File: src/rtl/core/periodic_timer_bank_unit_defines.svh
// Assertion helpers for the periodic timer bank.
`ifndef PERIODIC_TIMER_BANK_UNIT_DEFINES_SVH
`define PERIODIC_TIMER_BANK_UNIT_DEFINES_SVH

// Same-cycle implication, checked out of reset.
`define PTB_ASSERT_NOW(label, clk, rst_n, ante, cons) \
    label: assert property (@(posedge clk) disable iff (!(rst_n)) (ante) |-> (cons)) \
        else $error("ptb check failed");

// Next-cycle implication, checked out of reset.
`define PTB_ASSERT_NEXT(label, clk, rst_n, ante, cons) \
    label: assert property (@(posedge clk) disable iff (!(rst_n)) (ante) |=> (cons)) \
        else $error("ptb check failed");

`endif

File: src/rtl/core/ptb_pkg.sv
package ptb_pkg;

    localparam int TIMER_COUNT_DEF = 8;
    localparam int COUNT_WIDTH_DEF = 32;
    localparam int ID_W            = 4;
    localparam int PERIOD_W        = 32;

    // command codes
    localparam logic [1:0] CMD_TICK  = 2'd0;
    localparam logic [1:0] CMD_START = 2'd1;
    localparam logic [1:0] CMD_STOP  = 2'd2;
    localparam logic [1:0] CMD_CLEAR = 2'd3;

    // result kinds
    localparam logic [1:0] KIND_START  = 2'd0;
    localparam logic [1:0] KIND_STOP   = 2'd1;
    localparam logic [1:0] KIND_CLEAR  = 2'd2;
    localparam logic [1:0] KIND_EXPIRY = 2'd3;

    localparam logic STAT_OK  = 1'b0;
    localparam logic STAT_ERR = 1'b1;

    // timer store operations
    localparam logic [2:0] OP_NOP   = 3'd0;
    localparam logic [2:0] OP_LOAD  = 3'd1;
    localparam logic [2:0] OP_STOP  = 3'd2;
    localparam logic [2:0] OP_CLEAR = 3'd3;
    localparam logic [2:0] OP_STEP  = 3'd4;

    typedef struct packed {
        logic [1:0]          cmd;
        logic [ID_W-1:0]     timer_id;
        logic [PERIOD_W-1:0] period;
    } t_in_item;

    typedef struct packed {
        logic [1:0]      kind;
        logic            status;
        logic [ID_W-1:0] which_timer;
        logic            last;
    } t_result;

    typedef struct packed {
        logic [2:0]          op;
        logic [ID_W-1:0]     idx;
        logic [PERIOD_W-1:0] period;
    } t_store_ctl;

    typedef struct packed {
        logic expired;  // step brought it to zero
    } t_store_stat;

    typedef struct packed {
        logic    strobe;
        t_result res;
    } t_emit;

endpackage

File: src/rtl/core/ptb_store.sv
module ptb_store #(
    parameter int TIMER_COUNT = ptb_pkg::TIMER_COUNT_DEF,
    parameter int COUNT_WIDTH = ptb_pkg::COUNT_WIDTH_DEF
) (
    input  logic                 i_clk,
    input  logic                 i_rst_n,
    input  ptb_pkg::t_store_ctl  i_ctl,
    output ptb_pkg::t_store_stat o_stat
);

    localparam int IdxW = (TIMER_COUNT > 1) ? $clog2(TIMER_COUNT) : 1;

    logic [TIMER_COUNT-1:0] r_enabled;
    logic [COUNT_WIDTH-1:0] r_count  [TIMER_COUNT];
    logic [COUNT_WIDTH-1:0] r_reload [TIMER_COUNT];

    logic [IdxW-1:0]        idx;
    logic [COUNT_WIDTH-1:0] dec;
    logic                   hit_zero;

    assign idx = i_ctl.idx[IdxW-1:0];

    // the one shared decrement and zero compare
    assign dec      = r_count[idx] - COUNT_WIDTH'(1);
    assign hit_zero = (dec == '0);

    assign o_stat.expired = (i_ctl.op == ptb_pkg::OP_STEP) && r_enabled[idx] && hit_zero;

    always_ff @(posedge i_clk) begin
        if (!i_rst_n) begin
            r_enabled <= '0;
        end else begin
            unique case (i_ctl.op)
                ptb_pkg::OP_LOAD:  r_enabled[idx] <= 1'b1;
                ptb_pkg::OP_STOP:  r_enabled[idx] <= 1'b0;
                ptb_pkg::OP_CLEAR: r_enabled      <= '0;
                default: ;
            endcase
        end
    end

    // count/reload only matter while enabled; a start rewrites both
    always_ff @(posedge i_clk) begin
        unique case (i_ctl.op)
            ptb_pkg::OP_LOAD: begin
                r_count[idx]  <= i_ctl.period[COUNT_WIDTH-1:0];
                r_reload[idx] <= i_ctl.period[COUNT_WIDTH-1:0];
            end
            ptb_pkg::OP_STEP: begin
                if (r_enabled[idx]) begin
                    r_count[idx] <= hit_zero ? r_reload[idx] : dec;
                end
            end
            default: ;
        endcase
    end

endmodule

File: src/rtl/core/ptb_seq.sv
`include "periodic_timer_bank_unit_defines.svh"

module ptb_seq #(
    parameter int TIMER_COUNT = ptb_pkg::TIMER_COUNT_DEF,
    parameter int COUNT_WIDTH = ptb_pkg::COUNT_WIDTH_DEF
) (
    input  logic                 i_clk,
    input  logic                 i_rst_n,
    input  logic                 i_start,
    input  ptb_pkg::t_in_item    i_item,
    output logic                 o_busy,
    output ptb_pkg::t_store_ctl  o_ctl,
    input  ptb_pkg::t_store_stat i_stat,
    output ptb_pkg::t_emit       o_emit
);

    localparam int IdxW = (TIMER_COUNT > 1) ? $clog2(TIMER_COUNT) : 1;
    localparam logic [IdxW-1:0] LastIdx = IdxW'(TIMER_COUNT - 1);
    localparam logic [ptb_pkg::ID_W:0] IdLimit = (ptb_pkg::ID_W + 1)'(TIMER_COUNT);
    localparam logic [ptb_pkg::PERIOD_W-1:0] CntMax =
        ptb_pkg::PERIOD_W'((64'd1 << COUNT_WIDTH) - 64'd1);

    localparam logic [1:0] S_IDLE  = 2'd0;
    localparam logic [1:0] S_EXEC  = 2'd1;
    localparam logic [1:0] S_WALK  = 2'd2;
    localparam logic [1:0] S_FLUSH = 2'd3;

    logic [1:0]                r_state, n_state;
    ptb_pkg::t_in_item         r_item, n_item;
    logic [IdxW-1:0]           r_idx, n_idx;
    logic                      r_pend_vld, n_pend_vld;
    logic [ptb_pkg::ID_W-1:0]  r_pend_id, n_pend_id;

    logic id_ok;
    logic period_ok;

    assign id_ok     = ({1'b0, r_item.timer_id} < IdLimit);
    assign period_ok = (r_item.period != '0) && (r_item.period <= CntMax);
    assign o_busy    = (r_state != S_IDLE);

    always_comb begin
        n_state    = r_state;
        n_item     = r_item;
        n_idx      = r_idx;
        n_pend_vld = r_pend_vld;
        n_pend_id  = r_pend_id;

        o_ctl.op     = ptb_pkg::OP_NOP;
        o_ctl.idx    = r_item.timer_id;
        o_ctl.period = r_item.period;

        o_emit.strobe          = 1'b0;
        o_emit.res.kind        = ptb_pkg::KIND_EXPIRY;
        o_emit.res.status      = ptb_pkg::STAT_OK;
        o_emit.res.which_timer = r_pend_id;
        o_emit.res.last        = 1'b0;

        unique case (r_state)
            S_IDLE: begin
                if (i_start) begin
                    n_item     = i_item;
                    n_idx      = '0;
                    n_pend_vld = 1'b0;
                    n_state    = (i_item.cmd == ptb_pkg::CMD_TICK) ? S_WALK : S_EXEC;
                end
            end
            S_EXEC: begin
                o_emit.strobe          = 1'b1;
                o_emit.res.last        = 1'b1;
                o_emit.res.which_timer = r_item.timer_id;
                case (r_item.cmd)
                    ptb_pkg::CMD_START: begin
                        o_emit.res.kind = ptb_pkg::KIND_START;
                        if (id_ok && period_ok) begin
                            o_ctl.op = ptb_pkg::OP_LOAD;
                        end else begin
                            o_emit.res.status = ptb_pkg::STAT_ERR;
                        end
                    end
                    ptb_pkg::CMD_STOP: begin
                        o_emit.res.kind = ptb_pkg::KIND_STOP;
                        if (id_ok) begin
                            o_ctl.op = ptb_pkg::OP_STOP;
                        end else begin
                            o_emit.res.status = ptb_pkg::STAT_ERR;
                        end
                    end
                    default: begin
                        o_emit.res.kind        = ptb_pkg::KIND_CLEAR;
                        o_emit.res.which_timer = '0;
                        o_ctl.op               = ptb_pkg::OP_CLEAR;
                    end
                endcase
                n_state = S_IDLE;
            end
            S_WALK: begin
                o_ctl.op  = ptb_pkg::OP_STEP;
                o_ctl.idx = ptb_pkg::ID_W'(r_idx);
                // hold one expiry back so the final one can carry last
                if (i_stat.expired) begin
                    o_emit.strobe = r_pend_vld;
                    n_pend_vld    = 1'b1;
                    n_pend_id     = ptb_pkg::ID_W'(r_idx);
                end
                if (r_idx == LastIdx) begin
                    n_state = S_FLUSH;
                end else begin
                    n_idx = r_idx + IdxW'(1);
                end
            end
            default: begin
                o_emit.strobe   = r_pend_vld;
                o_emit.res.last = 1'b1;
                n_pend_vld      = 1'b0;
                n_state         = S_IDLE;
            end
        endcase
    end

    always_ff @(posedge i_clk) begin
        if (!i_rst_n) begin
            r_state    <= S_IDLE;
            r_pend_vld <= 1'b0;
            r_idx      <= '0;
        end else begin
            r_state    <= n_state;
            r_pend_vld <= n_pend_vld;
            r_idx      <= n_idx;
        end
    end

    always_ff @(posedge i_clk) begin
        r_item    <= n_item;
        r_pend_id <= n_pend_id;
    end

    `PTB_ASSERT_NOW(a_no_emit_idle, i_clk, i_rst_n, r_state == S_IDLE, !o_emit.strobe)
    `PTB_ASSERT_NOW(a_exec_single, i_clk, i_rst_n, r_state == S_EXEC, o_emit.strobe && o_emit.res.last)
    `PTB_ASSERT_NOW(a_walk_not_last, i_clk, i_rst_n, r_state == S_WALK && o_emit.strobe, !o_emit.res.last && i_stat.expired)
    `PTB_ASSERT_NEXT(a_flush_done, i_clk, i_rst_n, r_state == S_FLUSH, r_state == S_IDLE && !r_pend_vld)
    `PTB_ASSERT_NEXT(a_accept_busy, i_clk, i_rst_n, r_state == S_IDLE && i_start, o_busy)

endmodule

File: src/rtl/core/periodic_timer_bank_unit.sv
// Periodic timer bank. A word is accepted when start is high while busy is low.
// Start, stop and clear-all commands hold busy high in the execute state, and the
// acknowledge word shows in the cycle right after it; a tick keeps busy high
// while the single decrement/compare unit visits one timer per cycle in
// ascending id order, and then in a flush state that releases the held-back
// final expiry. Results come out on o_result for exactly one cycle under
// o_strobe, in the cycle after they are formed, and cannot be held off by the
// receiver; a tick with expiries gives one word per expired timer, the final
// one with last set, and a quiet tick gives none. Busy drops in the cycle the
// final result of a command is shown.
module periodic_timer_bank_unit #(
    parameter int TIMER_COUNT = ptb_pkg::TIMER_COUNT_DEF,
    parameter int COUNT_WIDTH = ptb_pkg::COUNT_WIDTH_DEF
) (
    input  logic              i_clk,
    input  logic              i_rst_n,
    input  logic              start,
    output logic              busy,
    input  ptb_pkg::t_in_item i_item,
    output logic              o_strobe,
    output ptb_pkg::t_result  o_result
);

    ptb_pkg::t_store_ctl  store_ctl;
    ptb_pkg::t_store_stat store_stat;
    ptb_pkg::t_emit       emit;

    logic             r_strobe;
    ptb_pkg::t_result r_result;

    // sequencer: command decode, timer walk, held-back expiry for last flag
    ptb_seq #(
        .TIMER_COUNT (TIMER_COUNT),
        .COUNT_WIDTH (COUNT_WIDTH)
    ) u_seq (
        .i_clk   (i_clk),
        .i_rst_n (i_rst_n),
        .i_start (start),
        .i_item  (i_item),
        .o_busy  (busy),
        .o_ctl   (store_ctl),
        .i_stat  (store_stat),
        .o_emit  (emit)
    );

    // timer state plus the shared decrementer
    ptb_store #(
        .TIMER_COUNT (TIMER_COUNT),
        .COUNT_WIDTH (COUNT_WIDTH)
    ) u_store (
        .i_clk   (i_clk),
        .i_rst_n (i_rst_n),
        .i_ctl   (store_ctl),
        .o_stat  (store_stat)
    );

    // output register: each result word shows for one cycle
    always_ff @(posedge i_clk) begin
        if (!i_rst_n) begin
            r_strobe <= 1'b0;
        end else begin
            r_strobe <= emit.strobe;
        end
    end

    always_ff @(posedge i_clk) begin
        if (emit.strobe) begin
            r_result <= emit.res;
        end
    end

    assign o_strobe = r_strobe;
    assign o_result = r_result;

endmodule
File: config.mk
export PLATFORM = sky130hd
export DESIGN_NAME = periodic_timer_bank_unit
export DESIGN_NICKNAME = d
export VERILOG_FILES = /design/src/rtl/core/ptb_pkg.sv /design/src/rtl/core/ptb_store.sv /design/src/rtl/core/ptb_seq.sv /design/src/rtl/core/periodic_timer_bank_unit.sv
export VERILOG_INCLUDE_DIRS = /design/src /design/src/rtl/core
export SDC_FILE = /design/constraint.sdc
export NUM_CORES = 1
export LEC_CHECK = 0
export CORE_MARGIN = 2
export CORE_UTILIZATION = 25
export CTS_CLUSTER_DIAMETER = 80
export DETAILED_ROUTE_END_ITERATION = 6
export DONT_BUFFER_PORTS = 1
export PLACE_DENSITY = 0.46
export SLEW_MARGIN = 5
export SYNTH_ARGS = -nofsm -noshare
export SYNTH_HDL_FRONTEND = slang
export SYNTH_SLANG_ARGS = --single-unit
File: constraint.sdc
create_clock -name i_clk -period 7.56 [get_ports i_clk]
set_input_delay 2.268 -clock i_clk [delete_from_list [all_inputs] [get_ports i_clk]]
set_output_delay 2.268 -clock i_clk [all_outputs]
set_load 0.1 [all_outputs]
==> results of run 1 <==
## worst max-delay path by stage
stage,start,end,slack (ns),depth (start not counted)
finish,u_seq.r_state[0],u_store.r_count[6][14],0.64,14
global route,u_seq.r_state[0],u_store.r_count[1][14],0.21,14
CTS,u_seq.r_state[0],u_store.r_count[0][14],0.69,14
detailed placement,u_seq.r_state[0],u_store.r_count[2][5],0.71,14
global placement,u_seq.r_state[0],u_store.r_count[1][5],0.73,14
floorplan,u_seq.r_state[0],u_store.r_count[0][15],3.02,18
## synthesized netlist by cell type, drive strengths merged, types with 5 or more instances
cell and n:
dfxtp 15, mux2i 27, nor2b 5, inv 16, a31oi 34, buf 47
nand2 250, a221oi 28, nor3 13, edfxtp 561, a21oi 111, nand4 23
a222oi 8, o21ai 49, ha 10, a21boi 11, o211ai 6, clkbuf 40
a22o 15, and3 5, or4 7, and4 10, xnor2 12, o22ai 16
a22oi 79, nand3 29, nor2 88, a221o 13, or3 6, o21a 6
nor4 41, and2 14
## worst max-delay path: cells and delay by family (launching register included)
kind / cells / cell delay, ns
muxes: 2 / 1.32
AOI/OAI and AO/OA: 3 / 1.20
adders and majority gates: 1 / 0.66
and+or+nand+nor: 6 / 2.54
buffers and inverters: 2 / 0.45
DFF: 1 / 0.33
## flip-flops by register name (all words and copies together) (netlist names)
register,flops
u_seq.r_pend_vld,1
u_store.r_reload,256
u_seq.o_ctl,32
u_seq.r_state,2
u_seq.r_pend_id,3
o_result,8
u_seq.r_item,6
u_seq.r_idx,3
o_strobe,1
u_store.r_count,256
u_store.r_enabled,8
## routing by layer
layer  routed length [um]  part of all wire, %  up-vias
li1                     -                    -     6543
met2                34000                   48      486
met3                 3860                  5.4      105
met5                    0                    0        -
met1                32000                   45     7489
met4                 1550                  2.2        0
## area by class of cell
type	count	area, sq um	share of cell area [%]
well taps	1254	1570	5.70
multi-input cells	966	6150	22.4
inverters	16	60.1	0.218
clock inverters	34	329	1.20
clock buffers	88	1820	6.61
flip-flops and latches	576	17100	62.3
repair buffers	56	433	1.57
## logic make-up after synthesis
group,after synthesis
AOI/OAI and AO/OA,406
xor gates and xnor gates,16
adders and majority gates,10
muxes,28
and+or+nand+nor,506
DFF,576
buffers and inverters,103
## placed cells by master (no fill, tap or decap), types with 13 or more instances in the layout
cell type,n
edfxtp_1,561
nand2_1,249
a21oi_1,108
a22oi_1,79
clkbuf_16,69
nor2_1,66
buf_4,55
o21ai_0,37
a31oi_1,34
nand3_1,29
a221oi_1,28
mux2i_1,26
nand4_1,21
nor4_1,18
nor2_4,17
clkbuf_1,17
inv_1,16
o22ai_1,16
a22o_1,15
clkinv_1,15
dfxtp_1,15
nor4_2,13
a221o_1,13
## power by group through the flow
stage	Sequential (mW)	Combinational (mW)	Clock, mW
floorplan	4.11	1.72	0
global placement	4.20	2.68	0
detailed placement	4.21	2.70	0
CTS	4.14	2.70	3.22
global route	4.16	2.91	3.35
finish	4.14	2.70	3.15
## stage by stage
step	hold slack, ns	power [mW]	instances
after CTS	0.508	10.1	2990
after detailed placement	0.500	6.90	2868
after floorplan	0.460	5.83	1645
final	0.504	10.0	2990
after global placement	0.485	6.88	2868
after global routing	0.543	10.4	2990
==> summary.txt, run 1 <==
Final Hold Vio Count -> 0
Syn Inst Count -> 1645
GRT overflow -> 0
CTS tree -> yes
Area Growth Syn to Fin -> 16.3%
clock share of power -> 31.5%
cts repair resizes -> 0
met2 Use GR -> 23.8%
Num CTS Buffers -> 68
RSZ-0062 raised after global routing -> false
worst r2r dst -> u_store.r_count[6][14]
first-pass GRT wire length -> 104000 um
Synth top area share -> 71.2%
vias per cell -> 4.89
post-synthesis net count -> 1696
CP Class -> flop to flop
library cells used by synthesis -> 81
Inserted Diodes -> 0
Crit path required time -> 7.81 ns
Peak supply drop -> 186 uV
vias -> 14600
layout cells sized above 1 -> 12.7%
r2r startpoint -> u_seq.r_state[0]
Post-Synth XOR/XNOR Area -> 0.593%
WL/cell -> 23.9 um
Final Cycle Share -> 91.5%
GRT busiest layer -> met2
Synth Register Bits -> 576
DP Worst Slack -> 0.708 ns
Main synth FF type -> edfxtp_1
mapped cell area -> 23600 sq um
Clk pin slew, worst setup/hold paths -> 0.06 ns
Setup violations, final -> 0
clk_lat worst skew -> 0.62 ns
async set-reset flop share out of synthesis -> 0%
Post-CTS Setup Bufs -> 0
clock buffer depth -> 3
cell accounting for the most synthesized area -> edfxtp_1
internal reg-to-reg setup slack -> 0.64 ns
worst-path cell chain -> inv_1 -> ha_1 -> mux2i_4 -> buf_4 -> mux2i_1 -> o22ai_1 -> nor2_2 -> nand4_4 -> nor4_1 -> o32ai_1 -> or4b_1 -> nor4_4 -> nand2_1 -> o221ai_1
Min-Delay Startpoint -> u_store.r_enabled[1]
DP Wirelength -> 44300 um
Die Footprint -> 97100 sq um
Switching Fraction -> 35.1%
adder-cell share of the synthesized area -> 0.529%
leakage dissipation -> 8.63 nW
cell internal pwr -> 6.48 mW
Setup crit end kind -> flop
Die Wd -> 312 um
post-synthesis mux area share -> 1.21%
Starting Density -> 25.3%
Slowest cell on crit path -> mux2i_4
sw power -> 3.51 mW
Detail Route Antenna Nets -> 0
Post-synth EDFFs -> 561
die height -> 312 um
row count -> 112
Detailed Route Iter0 Violations -> 1394
post-layout minimum cycle time -> 6.92 ns
max-slew violations -> 0
Synth Area in Simple Gates -> 11.1%
top post-synthesis cells by area -> edfxtp_1 (71%), nand2_1 (4.0%), a22oi_1 (2.5%)
CTS H-tree depth -> 3
Placement Cell Area -> 25400 sq um
vias in the first global route -> 14700
met1 Use GR -> 19.7%
Worst Hold Endpoint -> u_store.r_enabled[1]
largest net degree at the start of global routing -> 72
initial antenna violation count -> 0
routability cong. -> 0.898
hold_buf cts -> 0
Worst Hold Depth -> 2
met3 usage in global routing -> 2.64%
Post-Route WL -> 71400 um
root buf cell -> clkbuf_16
clk sinks -> 576
port buffer count -> 0
Yosys warning count -> 0
largest family of logic cells by synthesized area -> compound AO/OA/AOI/OAI gates
status -> finished clean
CORE AREA -> 93500 sq um
Reg power frac -> 41.4%
Syn Area/Cell -> 14.4 sq um
complex-gate fraction of the synthesized area -> 11.8%
Max-Cap Viols -> 0
Gate power share -> 27.0%
slew of the pin with the lowest slew margin -> 1.25 ns
CP max FO -> 27
PnR worst setup slack -> 0.645 ns
Top Ports -> 51
R2R depth -> 14
register area share after synthesis -> 72.5%
worst min-delay path class -> flop to flop
Filler Cells Inserted -> 9348
TritonRoute pass-1 iters -> 7
setup TNS -> 0 ns
final clock skew -> 0.0233 ns
utilization after layout -> 29.4%
Slew Limit Headroom -> 14.6%
worst path arrival time -> 7.17 ns
crit-path max cell delay -> 1.12 ns
post-route design area -> 27500 sq um
final net count -> 1735
FMAX -> 145 MHz
Pwr per Cell Area -> 363 nW/um^2
Setup crit start kind -> flop
DRC errors left -> 0
GRT Total Usage -> 14.5%
No activity file was read; power rests on OpenSTA's default activity.
==> run 2: changes to the inputs <==
CORE_MARGIN = 4   (was 2)
==> summary.txt, run 2 (synthesis results as in run 1) <==
DP Wirelength -> 42200 um
status -> finished clean
post-layout minimum cycle time -> 6.06 ns
Num CTS Buffers -> 66
routability cong. -> 0.848
Reg power frac -> 41.7%
first-pass GRT wire length -> 102000 um
die height -> 316 um
clock buffer depth -> 3
Gate power share -> 27.0%
Setup violations, final -> 0
clk_lat worst skew -> 0.60 ns
Die Footprint -> 99600 sq um
Max-Cap Viols -> 0
cell internal pwr -> 6.43 mW
FMAX -> 165 MHz
worst-path cell chain -> inv_1 -> ha_1 -> buf_4 -> nor2b_1 -> a32oi_4 -> buf_4 -> a21oi_1 -> nor4_2 -> nand4_1 -> or3_1 -> or4_1 -> a222oi_1 -> and3_2 -> buf_4 -> a21boi_2 -> o31ai_2
Final Hold Vio Count -> 0
Pwr per Cell Area -> 362 nW/um^2
GRT overflow -> 0
Post-CTS Setup Bufs -> 0
Detail Route Antenna Nets -> 0
Starting Density -> 25.3%
Clk pin slew, worst setup/hold paths -> 0.06 ns
Slew Limit Headroom -> 26.4%
CTS H-tree depth -> 3
CP max FO -> 33
Final Cycle Share -> 80.2%
root buf cell -> clkbuf_16
Setup crit end kind -> flop
GRT Total Usage -> 13.9%
largest net degree at the start of global routing -> 81
final clock skew -> 0.0355 ns
sw power -> 3.49 mW
hold_buf cts -> 0
clk sinks -> 576
crit-path max cell delay -> 0.89 ns
vias in the first global route -> 14500
clock share of power -> 31.2%
worst min-delay path class -> flop to flop
Inserted Diodes -> 0
Area Growth Syn to Fin -> 16.0%
commonest cells after routing, fill and taps aside -> edfxtp_1 (561), nand2_1 (249), a21oi_1 (108)
vias per cell -> 4.92
Top Ports -> 51
Post-Route WL -> 70800 um
Filler Cells Inserted -> 9477
Crit path required time -> 7.86 ns
CTS tree -> yes
port buffer count -> 0
max-slew violations -> 0
Detailed Route Iter0 Violations -> 1467
worst path arrival time -> 6.36 ns
placed cells -> 2861
Switching Fraction -> 35.2%
most common cell after layout, fill and taps aside -> edfxtp_1
slew of the pin with the lowest slew margin -> 1.10 ns
final std cells w/o fill -> 2977
row count -> 112
cts repair resizes -> 0
WL/cell -> 23.8 um
setup TNS -> 0 ns
final net count -> 1726
DRC errors left -> 0
CORE AREA -> 93600 sq um
Peak supply drop -> 199 uV
Setup crit start kind -> flop
layout cells sized above 1 -> 12.9%
CP Class -> flop to flop
critical path's top delay family -> simple AND/OR/NAND/NOR gates
Die Wd -> 316 um
vias -> 14600
Bufs and invs on worst path -> 4
TritonRoute pass-1 iters -> 6
RSZ-0062 raised after global routing -> false
Slowest cell on crit path -> nor4_2
leakage dissipation -> 8.59 nW
initial antenna violation count -> 0
most used cell, CP -> buf_4
run 2: changes by cell type in the layout (fill, tap and decap cells not counted):
cell / before / now
inv_8: 0 / 1
bufinv_16: 4 / 5
buf_4: 55 / 47
inv_6: 2 / 3
inv_16: 3 / 1
clkbuf_1: 17 / 8
clkinv_2: 7 / 13
clkinv_1: 15 / 8
clkbuf_8: 2 / 0
clkinvlp_4: 1 / 3
clkinv_4: 0 / 5
clkbuf_16: 69 / 67
buf_12: 1 / 2
run 2: area by class of cell:
class                   count  area [sq um]  area share, %
repair buffers             49           393           1.43
multi-input cells         966          6150           22.4
clock buffers              75          1710           6.22
flip-flops and latches    576         17100           62.5
inverters                  16          60.1          0.219
clock inverters            41           402           1.46
well taps                1254          1570           5.72
run 2: worst paths after layout:
| path | cells after the start | slack, ns | endpoint | start |
|---|---|---|---|---|
| setup / recovery | 16 | 1.50 | u_store.r_count[6][1] | u_seq.r_state[0] |
| hold / removal | 2 | 0.50 | u_store.r_enabled[0] | u_store.r_enabled[0] |
| setup reg to reg | 16 | 1.50 | u_store.r_count[6][1] | u_seq.r_state[0] |
| hold reg to reg | 2 | 0.50 | u_store.r_enabled[0] | u_store.r_enabled[0] |
run 2: layer usage:
metal / track usage (%) / routed length [um]
met4: 4.01 / 1530
met5: 0 / 0
met2: 22.7 / 33400
met3: 2.88 / 4730
met1: 18.8 / 31100
run 2: per-stage QoR:
step | hold WS, ns | power [mW] | utilization [%] | worst slack, ns | area [sq um]
after floorplan | 0.460 | 5.83 | - | 3.02 | 23600
final | 0.505 | 9.92 | 29.3 | 1.50 | 27400
after global routing | 0.547 | 10.4 | 29.3 | 1.14 | 27400
after global placement | 0.480 | 6.87 | 27.0 | 1.62 | 25300
after detailed placement | 0.498 | 6.87 | 27.0 | 1.53 | 25300
after CTS | 0.507 | 10.0 | 29.3 | 1.49 | 27400
run 2: worst register-to-register path: cells and delay by family, from the launching register on:
family | cells | cell delay (ns)
AND/OR/NAND/NOR | 6 | 2.62
AO/OA/AOI/OAI | 5 | 1.35
buffers and inverters | 4 | 1.27
flip-flops | 1 | 0.34
adder cells (fa/ha/maj) | 1 | 0.20
run 2: power groups by stage:
stage | clock network [mW] | registers [mW] | logic [mW]
2_1_floorplan | 0 | 4.11 | 1.72
4_1_cts | 3.18 | 4.14 | 2.68
3_5_place_dp | 0 | 4.21 | 2.66
5_1_grt | 3.32 | 4.16 | 2.89
3_3_place_gp | 0 | 4.20 | 2.67
6_report | 3.10 | 4.14 | 2.68
==> run 3: changes to the inputs <==
clock period = 5.9 ns   (was 7.56 ns; I/O delays follow)
==> summary.txt, run 3 (synthesis results as in run 1) <==
Die Footprint -> 99600 sq um
RSZ-0062 raised after global routing -> false
vias per cell -> 4.90
Area Growth Syn to Fin -> 18.5%
Detailed Route Iter0 Violations -> 1473
WL/cell -> 23.9 um
GRT Total Usage -> 14.3%
worst path arrival time -> 6.01 ns
vias -> 14900
CTS H-tree depth -> 3
setup TNS -> 0 ns
Max-Cap Viols -> 0
max-slew violations -> 0
Setup violations, final -> 0
final clock skew -> 0.0291 ns
r2r startpoint -> u_seq.r_state[0]
worst-path cell chain -> inv_1 -> ha_1 -> buf_4 -> nor2_2 -> a32oi_4 -> buf_12 -> buf_4 -> o22ai_1 -> nor2_1 -> ha_1 -> nand2_1 -> or3_4 -> nor4_1 -> o22ai_1 -> nor4_4 -> nand2_1 -> o311ai_2 -> buf_4
post-layout minimum cycle time -> 5.56 ns
commonest cells after routing, fill and taps aside -> edfxtp_1 (561), nand2_1 (249), a21oi_1 (108)
vias in the first global route -> 14800
R2R depth -> 18
CTS tree -> yes
status -> finished clean
Setup crit start kind -> flop
Num CTS Buffers -> 67
Peak supply drop -> 273 uV
DRC errors left -> 0
GRT overflow -> 0
most used cell, CP -> buf_4
worst min-delay path class -> flop to flop
routability cong. -> 0.919
CP max FO -> 29
Post-Route WL -> 72300 um
Slowest cell on crit path -> nor4_4
initial antenna violation count -> 0
most common cell after layout, fill and taps aside -> edfxtp_1
Inserted Diodes -> 0
row count -> 112
slew of the pin with the lowest slew margin -> 1.34 ns
CORE AREA -> 93600 sq um
clk sinks -> 576
Top Ports -> 51
Pwr per Cell Area -> 470 nW/um^2
cts repair resizes -> 0
Final Cycle Share -> 94.2%
layout cells sized above 1 -> 15.2%
total chip power -> 13.2 mW
Starting Density -> 25.3%
final net count -> 1775
TritonRoute pass-1 iters -> 6
clock buffer depth -> 3
leakage dissipation -> 8.89 nW
Setup crit end kind -> flop
Post-CTS Setup Bufs -> 0
root buf cell -> clkbuf_16
die height -> 316 um
worst r2r dst -> u_store.r_count[7][5]
FMAX -> 180 MHz
port buffer count -> 0
Slew Limit Headroom -> 10.8%
Detail Route Antenna Nets -> 0
clk_lat worst skew -> 0.63 ns
Clk pin slew, worst setup/hold paths -> 0.06 ns
first-pass GRT wire length -> 105000 um
crit-path max cell delay -> 0.57 ns
hold_buf cts -> 0
Crit. Startpoint -> u_seq.r_state[0]
Die Wd -> 316 um
DP Wirelength -> 44700 um
CP Class -> flop to flop
largest net degree at the start of global routing -> 83
Crit path required time -> 6.35 ns
Final Hold Vio Count -> 0
crit path to -> u_store.r_count[7][5]
internal reg-to-reg setup slack -> 0.34 ns
run 3: cell types whose count changed in the layout (fill, tap and decap cells not counted), moves of 2 or more:
cell	before	now
buf_4	47	89
clkbuf_1	8	15
buf_12	2	8
clkinv_2	13	8
clkinv_4	5	0
clkinv_16	0	4
bufinv_16	5	7
nor4_1	18	16
run 3: critical path: cells and delay by family, from the launching register on:
family	cells	cell delay, ns
and+or+nand+nor	7	2.23
buffers and inverters	5	1.14
DFF	1	0.33
AOI/OAI and AO/OA	4	1.03
adders and majority gates	2	0.64
run 3: cell type report:
| class | count | area, sq um |
|---|---|---|
| Sequential cell | 576 | 17100 |
| Tap cell | 1254 | 1570 |
| Timing Repair Buffer | 97 | 828 |
| Fill cell | 9436 | 65600 |
| Clock buffer | 82 | 1730 |
| Multi-Input combinational cell | 966 | 6180 |
| Inverter | 16 | 60.1 |
| Clock inverter | 37 | 499 |
run 3: metal layers:
layer	GRT usage, %	part of all wire, %	wire [um]	up-vias
met5	0	0	0	-
met4	3.99	2.7	1930	0
met1	19.9	45	32500	7587
met3	2.67	5.8	4170	128
li1	-	-	-	6615
met2	22.9	47	33700	520
run 3: worst min-delay path by stage:
stage,from,end,cells past startpoint
detailed placement,u_store.r_enabled[1],u_store.r_enabled[1],2
finish,u_store.r_enabled[1],u_store.r_enabled[1],2
CTS,u_store.r_enabled[1],u_store.r_enabled[1],2
floorplan,u_store.r_enabled[1],u_store.r_enabled[1],2
global route,u_store.r_enabled[1],u_store.r_enabled[1],2
global placement,u_store.r_enabled[1],u_store.r_enabled[1],2
run 3: where the power goes:
group / total (mW) / switching (mW) / internal (mW)
Sequential: 5.29 / 0.326 / 4.97
Clock: 4.16 / 1.72 / 2.44
Combinational: 3.72 / 2.57 / 1.15
Total: 13.2 / 4.61 / 8.55
run 3: through the flow:
step	util, %	cell area, sq um	setup WS, ns	instances	hold slack (ns)
after floorplan	-	23600	1.36	1645	0.460
after global placement	27.5	25800	0.228	2909	0.475
after detailed placement	27.5	25800	0.192	2909	0.484
after CTS	29.9	28000	0.152	3028	0.494
after global routing	29.9	28000	0.0303	3028	0.516
final	29.9	28000	0.340	3028	0.500
